File: config.mk
export PLATFORM = sky130hd
export DESIGN_NAME = two_channel_dma_controller
export DESIGN_NICKNAME = d
export VERILOG_FILES = /design/src/design/dma2_pkg.sv /design/src/design/dma2_engine.sv /design/src/design/dma2_res_queue.sv /design/src/design/two_channel_dma_controller.sv
export SDC_FILE = /design/constraint.sdc
export NUM_CORES = 2
export LEC_CHECK = 0
export BUFFER_PORTS_ARGS = -buffer_cell sky130_fd_sc_hd__buf_2
export CAP_MARGIN = 0
export CORE_ASPECT_RATIO = 0.7
export CORE_MARGIN = 2
export CORE_UTILIZATION = 57
export DETAILED_ROUTE_END_ITERATION = 8
export GPL_TIMING_DRIVEN = 1
export PLACE_DENSITY = 0.77
export SLEW_MARGIN = 20
export SYNTH_ARGS = -nofsm -noshare
export SYNTH_HDL_FRONTEND = slang
export SYNTH_SLANG_ARGS = --single-unit
File: constraint.sdc
create_clock -name clk -period 5.45 [get_ports clk]
set_clock_uncertainty 0.2 [all_clocks]
set_input_delay 0.2725 -clock clk [delete_from_list [all_inputs] [get_ports clk]]
set_output_delay 0.2725 -clock clk [all_outputs]
set_load 0.1 [all_outputs]
File: src/design/dma2_pkg.sv
// shared types and constants for the two-channel dma controller
package dma2_pkg;

	localparam int WORD_BYTES_DEF = 4;
	localparam int Q_DEPTH        = 4;
	localparam int Q_PTR_W        = $clog2(Q_DEPTH);
	localparam int Q_CNT_W        = $clog2(Q_DEPTH + 1);

	localparam logic [1:0] CMD_WRITE = 2'd0;
	localparam logic [1:0] CMD_TICK  = 2'd1;
	localparam logic [1:0] CMD_RDATA = 2'd2;

	localparam logic [1:0] KIND_NONE  = 2'd0;
	localparam logic [1:0] KIND_READ  = 2'd1;
	localparam logic [1:0] KIND_WRITE = 2'd2;

	localparam logic [1:0] REG_SOURCE = 2'd0;
	localparam logic [1:0] REG_TARGET = 2'd1;
	localparam logic [1:0] REG_SIZE   = 2'd2;
	localparam logic [1:0] REG_START  = 2'd3;

	localparam logic [1:0] WAIT_IDLE = 2'd0;
	localparam logic [1:0] WAIT_CH0  = 2'd1;
	localparam logic [1:0] WAIT_CH1  = 2'd2;

	typedef struct packed {
		logic [1:0]  kind;
		logic        req_channel;
		logic [31:0] address;
		logic [31:0] wdata;
		logic        irq_first;
		logic        irq_second;
		logic        last;
	} result_t;

	typedef struct packed {
		logic [1:0] wait_phase;
		logic       second_pending;
	} eng_status_t;

endpackage

File: src/design/dma2_engine.sv
// channel state and per-request processing of the dma controller
module dma2_engine #(
	parameter int WordBytes = dma2_pkg::WORD_BYTES_DEF
) (
	input  logic                  clk,
	input  logic                  arst_n,
	input  logic                  fire,
	input  logic [1:0]            command,
	input  logic                  channel,
	input  logic [1:0]            reg_index,
	input  logic [31:0]           value,
	output dma2_pkg::result_t     res0,
	output dma2_pkg::result_t     res1,
	output logic [1:0]            res_n,
	output dma2_pkg::eng_status_t status
);
	import dma2_pkg::*;

	localparam logic [31:0] STEP = 32'(WordBytes);

	logic [31:0] shadow_q [8];
	logic [31:0] src_q [2];
	logic [31:0] tgt_q [2];
	logic [31:0] size_q [2];
	logic [31:0] off_q [2];
	logic [1:0]  started_q;
	logic [1:0]  irq_q;
	logic [1:0]  wait_q;
	logic        pend_q;

	logic [31:0] src_d [2];
	logic [31:0] tgt_d [2];
	logic [31:0] size_d [2];
	logic [31:0] off_d [2];
	logic [1:0]  started_d;
	logic [1:0]  irq_d;
	logic [1:0]  wait_d;
	logic        pend_d;

	logic [1:0]  finished;
	logic [1:0]  can_read;
	logic [1:0]  start_sh;
	logic [1:0]  serve_en;
	logic        waiting;
	logic        rd_ch;
	logic        wr_en;

	always_comb begin
		for (int c = 0; c < 2; c++) begin
			finished[c] = off_q[c] >= size_q[c];
			can_read[c] = started_q[c] && !finished[c];
			start_sh[c] = shadow_q[{1'(c), REG_START}] != 32'd0;
		end
	end

	assign waiting = (wait_q == WAIT_CH0) || (wait_q == WAIT_CH1);
	assign rd_ch   = (wait_q == WAIT_CH1);
	assign wr_en   = fire && (command == CMD_WRITE)
		&& (!started_q[channel] || finished[channel]);

	always_comb begin
		src_d     = src_q;
		tgt_d     = tgt_q;
		size_d    = size_q;
		off_d     = off_q;
		started_d = started_q;
		irq_d     = irq_q;
		wait_d    = wait_q;
		pend_d    = pend_q;
		serve_en  = 2'b00;
		res0      = '0;
		res1      = '0;
		res_n     = 2'd1;

		if (fire) begin
			case (command)
				CMD_TICK: begin
					if (!waiting) begin
						wait_d      = WAIT_IDLE;
						serve_en[0] = 1'b1;
						serve_en[1] = !can_read[0];
						if (can_read[0]) begin
							res0.kind    = KIND_READ;
							res0.address = src_q[0] + off_q[0];
							wait_d       = WAIT_CH0;
							pend_d       = 1'b1;
						end else if (can_read[1]) begin
							res0.kind        = KIND_READ;
							res0.req_channel = 1'b1;
							res0.address     = src_q[1] + off_q[1];
							wait_d           = WAIT_CH1;
						end
					end
				end
				CMD_RDATA: begin
					if (waiting) begin
						res0.kind        = KIND_WRITE;
						res0.req_channel = rd_ch;
						res0.address     = tgt_q[rd_ch] + off_q[rd_ch];
						res0.wdata       = value;
						off_d[rd_ch]     = off_q[rd_ch] + STEP;
						wait_d           = WAIT_IDLE;
						// channel 1 still owed its turn from the suspended tick
						if (pend_q) begin
							pend_d      = 1'b0;
							serve_en[1] = 1'b1;
							if (can_read[1]) begin
								res1.kind        = KIND_READ;
								res1.req_channel = 1'b1;
								res1.address     = src_q[1] + off_q[1];
								res_n            = 2'd2;
								wait_d           = WAIT_CH1;
							end
						end
					end
				end
				default: begin
				end
			endcase
		end

		for (int c = 0; c < 2; c++) begin
			if (serve_en[c]) begin
				if (!started_q[c]) begin
					src_d[c]     = shadow_q[{1'(c), REG_SOURCE}];
					tgt_d[c]     = shadow_q[{1'(c), REG_TARGET}];
					size_d[c]    = shadow_q[{1'(c), REG_SIZE}];
					started_d[c] = start_sh[c];
					irq_d[c]     = 1'b0;
					off_d[c]     = 32'd0;
				end else if (finished[c]) begin
					irq_d[c]     = 1'b1;
					started_d[c] = start_sh[c];
				end
			end
		end

		res0.irq_first  = irq_d[0];
		res0.irq_second = irq_d[1];
		res0.last       = (res_n == 2'd1);
		res1.irq_first  = irq_d[0];
		res1.irq_second = irq_d[1];
		res1.last       = 1'b1;
	end

	always_ff @(posedge clk or negedge arst_n) begin
		if (!arst_n) begin
			for (int i = 0; i < 8; i++) begin
				shadow_q[i] <= 32'd0;
			end
			for (int c = 0; c < 2; c++) begin
				src_q[c]  <= 32'd0;
				tgt_q[c]  <= 32'd0;
				size_q[c] <= 32'd0;
				off_q[c]  <= 32'd0;
			end
			started_q <= 2'b00;
			irq_q     <= 2'b00;
			wait_q    <= WAIT_IDLE;
			pend_q    <= 1'b0;
		end else begin
			if (wr_en) begin
				shadow_q[{channel, reg_index}] <= value;
			end
			src_q     <= src_d;
			tgt_q     <= tgt_d;
			size_q    <= size_d;
			off_q     <= off_d;
			started_q <= started_d;
			irq_q     <= irq_d;
			wait_q    <= wait_d;
			pend_q    <= pend_d;
		end
	end

	assign status.wait_phase     = wait_q;
	assign status.second_pending = pend_q;

endmodule

File: src/design/dma2_res_queue.sv
// small result queue taking up to two results per cycle
module dma2_res_queue (
	input  logic                         clk,
	input  logic                         arst_n,
	input  logic [1:0]                   push_n,
	input  dma2_pkg::result_t            din0,
	input  dma2_pkg::result_t            din1,
	input  logic                         pop,
	output dma2_pkg::result_t            head,
	output logic [dma2_pkg::Q_CNT_W-1:0] count
);
	import dma2_pkg::*;

	result_t              mem [Q_DEPTH];
	logic [Q_PTR_W-1:0]   wp_q;
	logic [Q_PTR_W-1:0]   rp_q;
	logic [Q_CNT_W-1:0]   cnt_q;
	logic                 do_pop;

	assign do_pop = pop && (cnt_q != '0);
	assign head   = mem[rp_q];
	assign count  = cnt_q;

	always_ff @(posedge clk) begin
		if (push_n != 2'd0) begin
			mem[wp_q] <= din0;
		end
		if (push_n == 2'd2) begin
			mem[wp_q + Q_PTR_W'(1)] <= din1;
		end
	end

	always_ff @(posedge clk or negedge arst_n) begin
		if (!arst_n) begin
			wp_q  <= '0;
			rp_q  <= '0;
			cnt_q <= '0;
		end else begin
			wp_q  <= wp_q + Q_PTR_W'(push_n);
			rp_q  <= rp_q + Q_PTR_W'(do_pop);
			cnt_q <= cnt_q + Q_CNT_W'(push_n) - Q_CNT_W'(do_pop);
		end
	end

endmodule

File: src/design/two_channel_dma_controller.sv
// two-channel word-copy dma controller, top level
//
// requests arrive on cmd_valid/cmd_ready with command, channel, reg_index and
// value: a shadow register write, a tick, or read data coming back from memory.
// each request yields one or two results on res_valid/res_ready: a bus request
// (kind none, read or write) with channel, address and write data, both
// interrupt levels, and last on the final result of the request.
// a request is taken into an input register, processed against the channel state
// once the queue has room for two results, and pushed into a four-entry result
// queue; the first result then shows on the outputs at the queue head and is
// taken on a clock edge with res_ready high.
// one request per cycle is accepted while the queue has room for two more
// results; a request that yields two results fills two queue entries, so the
// sustained rate is one result per cycle at the output while res_ready is high.
// when the receiver stalls the queue fills and cmd_ready drops once fewer than
// two free entries remain; nothing is dropped.
// reset clears all shadow and active registers, interrupts, the pending read
// state, the input register and the queue.
module two_channel_dma_controller #(
	parameter int WordBytes = dma2_pkg::WORD_BYTES_DEF
) (
	input  logic        clk,
	input  logic        arst_n,
	input  logic        cmd_valid,
	output logic        cmd_ready,
	input  logic [1:0]  command,
	input  logic        channel,
	input  logic [1:0]  reg_index,
	input  logic [31:0] value,
	output logic        res_valid,
	input  logic        res_ready,
	output logic [1:0]  kind,
	output logic        req_channel,
	output logic [31:0] address,
	output logic [31:0] wdata,
	output logic        irq_first,
	output logic        irq_second,
	output logic        last
);
	import dma2_pkg::*;

	logic               valid_s1;
	logic [1:0]         command_s1;
	logic               channel_s1;
	logic [1:0]         reg_index_s1;
	logic [31:0]        value_s1;
	logic               fire;
	result_t            res0;
	result_t            res1;
	result_t            head;
	logic [1:0]         res_n;
	logic [1:0]         push_n;
	logic [Q_CNT_W-1:0] count;
	eng_status_t        status;

	// room for two results keeps the worst case request safe
	assign fire      = valid_s1 && (count <= Q_CNT_W'(Q_DEPTH - 2));
	assign cmd_ready = !valid_s1 || fire;
	assign push_n    = fire ? res_n : 2'd0;

	always_ff @(posedge clk or negedge arst_n) begin
		if (!arst_n) begin
			valid_s1 <= 1'b0;
		end else if (cmd_ready) begin
			valid_s1 <= cmd_valid;
		end
	end

	always_ff @(posedge clk) begin
		if (cmd_ready && cmd_valid) begin
			command_s1   <= command;
			channel_s1   <= channel;
			reg_index_s1 <= reg_index;
			value_s1     <= value;
		end
	end

	dma2_engine #(
		.WordBytes(WordBytes)
	) u_engine (
		.clk       (clk),
		.arst_n    (arst_n),
		.fire      (fire),
		.command   (command_s1),
		.channel   (channel_s1),
		.reg_index (reg_index_s1),
		.value     (value_s1),
		.res0      (res0),
		.res1      (res1),
		.res_n     (res_n),
		.status    (status)
	);

	dma2_res_queue u_queue (
		.clk    (clk),
		.arst_n (arst_n),
		.push_n (push_n),
		.din0   (res0),
		.din1   (res1),
		.pop    (res_ready),
		.head   (head),
		.count  (count)
	);

	assign res_valid   = count != '0;
	assign kind        = head.kind;
	assign req_channel = head.req_channel;
	assign address     = head.address;
	assign wdata       = head.wdata;
	assign irq_first   = head.irq_first;
	assign irq_second  = head.irq_second;
	assign last        = head.last;

	a_queue_bound: assert property (@(posedge clk) disable iff (!arst_n)
		count <= Q_CNT_W'(Q_DEPTH))
		else $error("result queue overflow");

	a_push_count: assert property (@(posedge clk) disable iff (!arst_n)
		fire |-> (res_n == 2'd1 || res_n == 2'd2))
		else $error("request produced no result");

	a_pending_ch0: assert property (@(posedge clk) disable iff (!arst_n)
		status.second_pending |-> status.wait_phase == WAIT_CH0)
		else $error("channel 1 pending without channel 0 read outstanding");

	a_two_needs_wait: assert property (@(posedge clk) disable iff (!arst_n)
		fire && res_n == 2'd2 |=> status.wait_phase == WAIT_CH1)
		else $error("second read result without channel 1 read outstanding");

endmodule
==> impl_table.tex <==
\begin{tabular}{lr}
\hline
Metric & Value \\
\hline
\multicolumn{2}{l}{\textbf{Worst setup path}} \\
\quad Arr. time, crit path & approximately 5.3 ns \\
\quad Cells on worst reg2reg path & 12 \\
\quad Critical Setup Path Class & register to register \\
\quad Setup crit end kind & register \\
\quad R2r setup slk & 0.36 ns \\
\quad Worst endpoint required time & 5.62 ns \\
\quad Start point of the critical path & u\_engine.off\_q[0]\$\_DFF\_PN0\_ \\
\quad Setup crit end & u\_queue.mem[2][55]\$\_DFFE\_PP\_ \\
\quad Capture point of the worst reg-to-reg path & u\_queue.mem[2][55]\$\_DFFE\_PP\_ \\
\quad Startpoint Class & register \\
\quad Source of the worst register-to-register timing path & u\_engine.off\_q[0]\$\_DFF\_PN0\_ \\
\quad Critical path fanouts, max & 6 \\
\multicolumn{2}{l}{\textbf{Yosys}} \\
\quad Syn Nets & roughly 4000 \\
\quad Synthesis Warnings & 0 \\
\quad Count of distinct cell types in the synthesized netlist & 83 \\
\quad Share of the synthesized area in the top cell type & 31.84\% \\
\quad Post-synthesis instance area & about 41000 um2 \\
\quad Cell with the most instances after synthesis & dfrtp\_1 \\
\quad Post-synth top cells & dfrtp\_1 (527), nand2\_1 (473), mux2\_2 (371), nor2\_1 (290), o21ai\_0 (234) \\
\quad Sequential element share of the synthesized area & 51.53\% \\
\quad Mean cell area of the mapped netlist & 10.96 um2 \\
\quad Post-synthesis cell count & 3780 \\
\quad Number of synthesized register bits & 844 \\
\quad Asr flop ratio synth & 62.44\% \\
\quad Cell type with the largest total area after synthesis & dfrtp\_1 \\
\quad Count of flip-flops with a built-in enable after synthesis & 181 \\
\quad Most used DFF post-synth & dfrtp\_1 \\
\quad Cell types with the largest area share after synthesis & dfrtp\_1 (32\%), edfxtp\_1 (13\%), mux2\_2 (10\%) \\
\multicolumn{2}{l}{\textbf{GRT}} \\
\quad Global-route usage over all layers & between 30\% and 40\% \\
\quad Vias in the first global route & 30285 \\
\quad Antenna violations before repair & 8 \\
\quad Leftover overflow at the end of global routing & 0 \\
\quad First-pass GRT wire length & 190100 um \\
\quad Maximum number of pins on one net before global-route repair & 161 \\
\multicolumn{2}{l}{\textbf{Floorplan}} \\
\quad Site Rows & just over 80 \\
\quad Die outline area & 74880 um2 \\
\quad I/O pin count & 113 \\
\quad Area inside the core boundary & 71720 um2 \\
\quad Die extent in y & 229.5 um \\
\quad Initial core utilization & 57.76\% \\
\quad Die span in x & 326.2 um \\
\multicolumn{2}{l}{\textbf{Route}} \\
\quad DR iter-0 viols & approximately 3700 \\
\quad TritonRoute pass-1 iters & 6 \\
\quad Vias/cell & 6.429 \\
\quad Detailed-route DRC error count & 0 \\
\quad Vias & 31619 \\
\quad Wirelength, routed & between 100000 and 150000 um \\
\quad Number of nets with antenna violations after routing & 0 \\
\quad Wire per inst & 25.52 um \\
\multicolumn{2}{l}{\textbf{STA}} \\
\quad Setup violation total in the final timing report & 0 \\
\quad Total negative slack & 0 ns \\
\quad Clock period minus final worst setup slack & 5.092 ns \\
\quad Max Clk Rate & 196.4 MHz \\
\quad Ratio of final minimum period to clock period & 93.43\% \\
\quad Final Hold Violating Endpoints & 0 \\
\quad Final Max Tran Viols & 0 \\
\quad Worst Tran Pin Value & between 1 and 1.5 ns \\
\quad Final worst-path setup slack & 0.3581 ns \\
\quad Relative slew margins & 20.11\% \\
\quad RSZ-0062 raised after global routing & false \\
\multicolumn{2}{l}{\textbf{Clocking}} \\
\quad Insertion delay to the later sink of the worst-skew pair & 0.67 ns \\
\quad Total number of clock tree sinks & 844 \\
\quad TritonCTS clock tree & done \\
\quad Clock H-tree levels & 3 \\
\quad Worst-path clk slew & about 0.07 ns \\
\quad Clock buffer count from CTS & 79 \\
\quad Cell at the root of the clock tree & clkbuf\_16 \\
\quad Number of buffers on the longest clock path & 3 \\
\multicolumn{2}{l}{\textbf{Finish}} \\
\quad Count of fill cells added during filler insertion & 5479 \\
\quad Fraction of final layout cells sized beyond drive strength 1 & 20.04\% \\
\quad Signed area change from the synthesized netlist to the final layout & 11.54\% \\
\quad Area occupied by multi-input gates & 18940 um2 \\
\quad Final standard cell utilization of the core & about 64\% \\
\quad Sequential cell area & $\sim$21000 um2 \\
\quad Number of nets at the end of the flow & 4094 \\
\quad Post-route cell area & 46200 um2 \\
\multicolumn{2}{l}{\textbf{Place}} \\
\quad Post-place instance area & 43170 um2 \\
\quad Half-perimeter wire length of the detailed placement result & 84990 um \\
\quad IO Port Bufs & 112 \\
\quad Pre-CTS setup slack & 0.3663 ns \\
\quad Routability congestion estimate & roughly 1 \\
\multicolumn{2}{l}{\textbf{Min path}} \\
\quad Hold crit path type & primary input to asynchronous set/reset pin \\
\multicolumn{2}{l}{\textbf{Run status}} \\
\quad Status & finished, final reports clean \\
\multicolumn{2}{l}{\textbf{Power}} \\
\quad Largest vdd supply drop & 557.4 uV \\
\quad Cell leakage power & between 20 and 25 nW \\
\quad Ratio of total power to cell area & between 400 and 500 nW/um2 \\
\multicolumn{2}{l}{\textbf{Run}} \\
\quad Max capacitance violation total & 0 \\
\hline
\end{tabular}
==> layout by cell type, fill, tap and decap left out, types with 28 or more instances in the layout <==
cell type / n
inv_1: 126
mux2_2: 371
mux4_2: 70
nor3_1: 28
o22ai_1: 75
nand3_1: 109
xnor2_1: 78
o21ai_0: 234
ha_1: 165
nor2_1: 286
dfxtp_1: 136
dlygate4sd3_1: 40
a21oi_1: 200
xor2_1: 60
a21o_1: 49
clkbuf_16: 83
nand4_1: 29
dfrtp_1: 525
edfxtp_1: 181
buf_4: 60
nand2_1: 472
buf_2: 111
==> sequential cells by signal (all words and copies together), names as in the netlist, 2 cells and up <==
name	count
u_queue.mem	280
u_engine.shadow_q	256
u_engine.off_q	64
u_engine.size_q	64
u_engine.src_q	64
u_engine.tgt_q	64
value_s1	32
u_queue.count	3
command_s1	2
reg_index_s1	2
u_engine.irq_q	2
u_engine.started_q	2
u_engine.wait_q	2
u_queue.rp_q	2
u_queue.wp_q	2
==> cells by family after synthesis <==
kind of cell               share of synthesized area, %
DFF                                               51.53
xor gates and xnor gates                          2.918
and+or+nand+nor                                   11.22
adders and majority gates                         5.208
AOI/OAI and AO/OA                                 11.72
buffers and inverters                             3.066
muxes                                             14.33
==> critical path, stage by stage (launching register included) <==
cell       delay, ns
dfrtp_1         0.45
ha_1            0.22
inv_1           0.06
fa_1            0.40
nor2b_1         0.17
o31ai_1         0.14
a21o_1          0.24
o21a_1          0.27
o211ai_1        0.73
a2111oi_0       0.27
nor3_1          0.95
a2bb2oi_1       0.49
o221ai_1        0.21
==> layer usage <==
layer  track usage, %  routed length (um)  up-vias
met5                0                  13        -
met4            13.55                5439        2
met3            6.764               12580      275
met2            49.88               54590     1714
met1            48.26               52880    15783
li1                 -                   -    13845
==> through the flow <==
step | hold WS [ns] | cells | power (mW)
3_3_place_gp | 0.1784 | 4727 | 15.70
3_5_place_dp | 0.1765 | 4727 | 15.88
6_report | 0.06245 | 4918 | 21.54
2_1_floorplan | -0.2231 | 3780 | 13.75
4_1_cts | 0.09065 | 4912 | 21.46
5_1_grt | 0.1138 | 4914 | 22.32
==> worst min-delay path by stage <==
stage               slack (ns)                                 end  startpoint  cells after the start
floorplan                -0.22         u_engine.irq_q[0]$_DFF_PN0_      arst_n                      0
global placement          0.18     u_engine.size_q[32]$_DFFE_PN0P_      arst_n                      1
detailed placement        0.18     u_engine.size_q[32]$_DFFE_PN0P_      arst_n                      1
CTS                       0.09  u_engine.shadow_q[201]$_DFFE_PN0P_      arst_n                      2
global route              0.11              value_s1[25]$_DFFE_PP_   value[25]                      2
finish                    0.06     u_engine.size_q[32]$_DFFE_PN0P_      arst_n                      2
==> final cells by class <==
cell class / instances / area share [%]
multi-input cells: 2610 / 40.99
clock inverters: 29 / 0.5254
repair buffers: 222 / 3.526
flip-flops and latches: 844 / 46.21
clock buffers: 116 / 5.075
well taps: 966 / 2.616
diodes: 5 / 0.02708
inverters: 126 / 1.024
==> where the power goes <==
part           total, mW  switching, mW  leakage [nW]  internal (mW)
clock network       5.57           2.46          1.28           3.11
registers           9.06           1.13          9.94           7.94
logic               6.91           4.73          9.09           2.18
==> timing repair <==
action / CTS / global route
hold buffers: 40 / 0
resized for setup: 0 / 0
endpoints found under the hold margin: 138 / 0
setup buffers: 0 / 1
setup endpoints to repair: 0 / 1
Note: power is estimated with default switching activity, not from simulation.
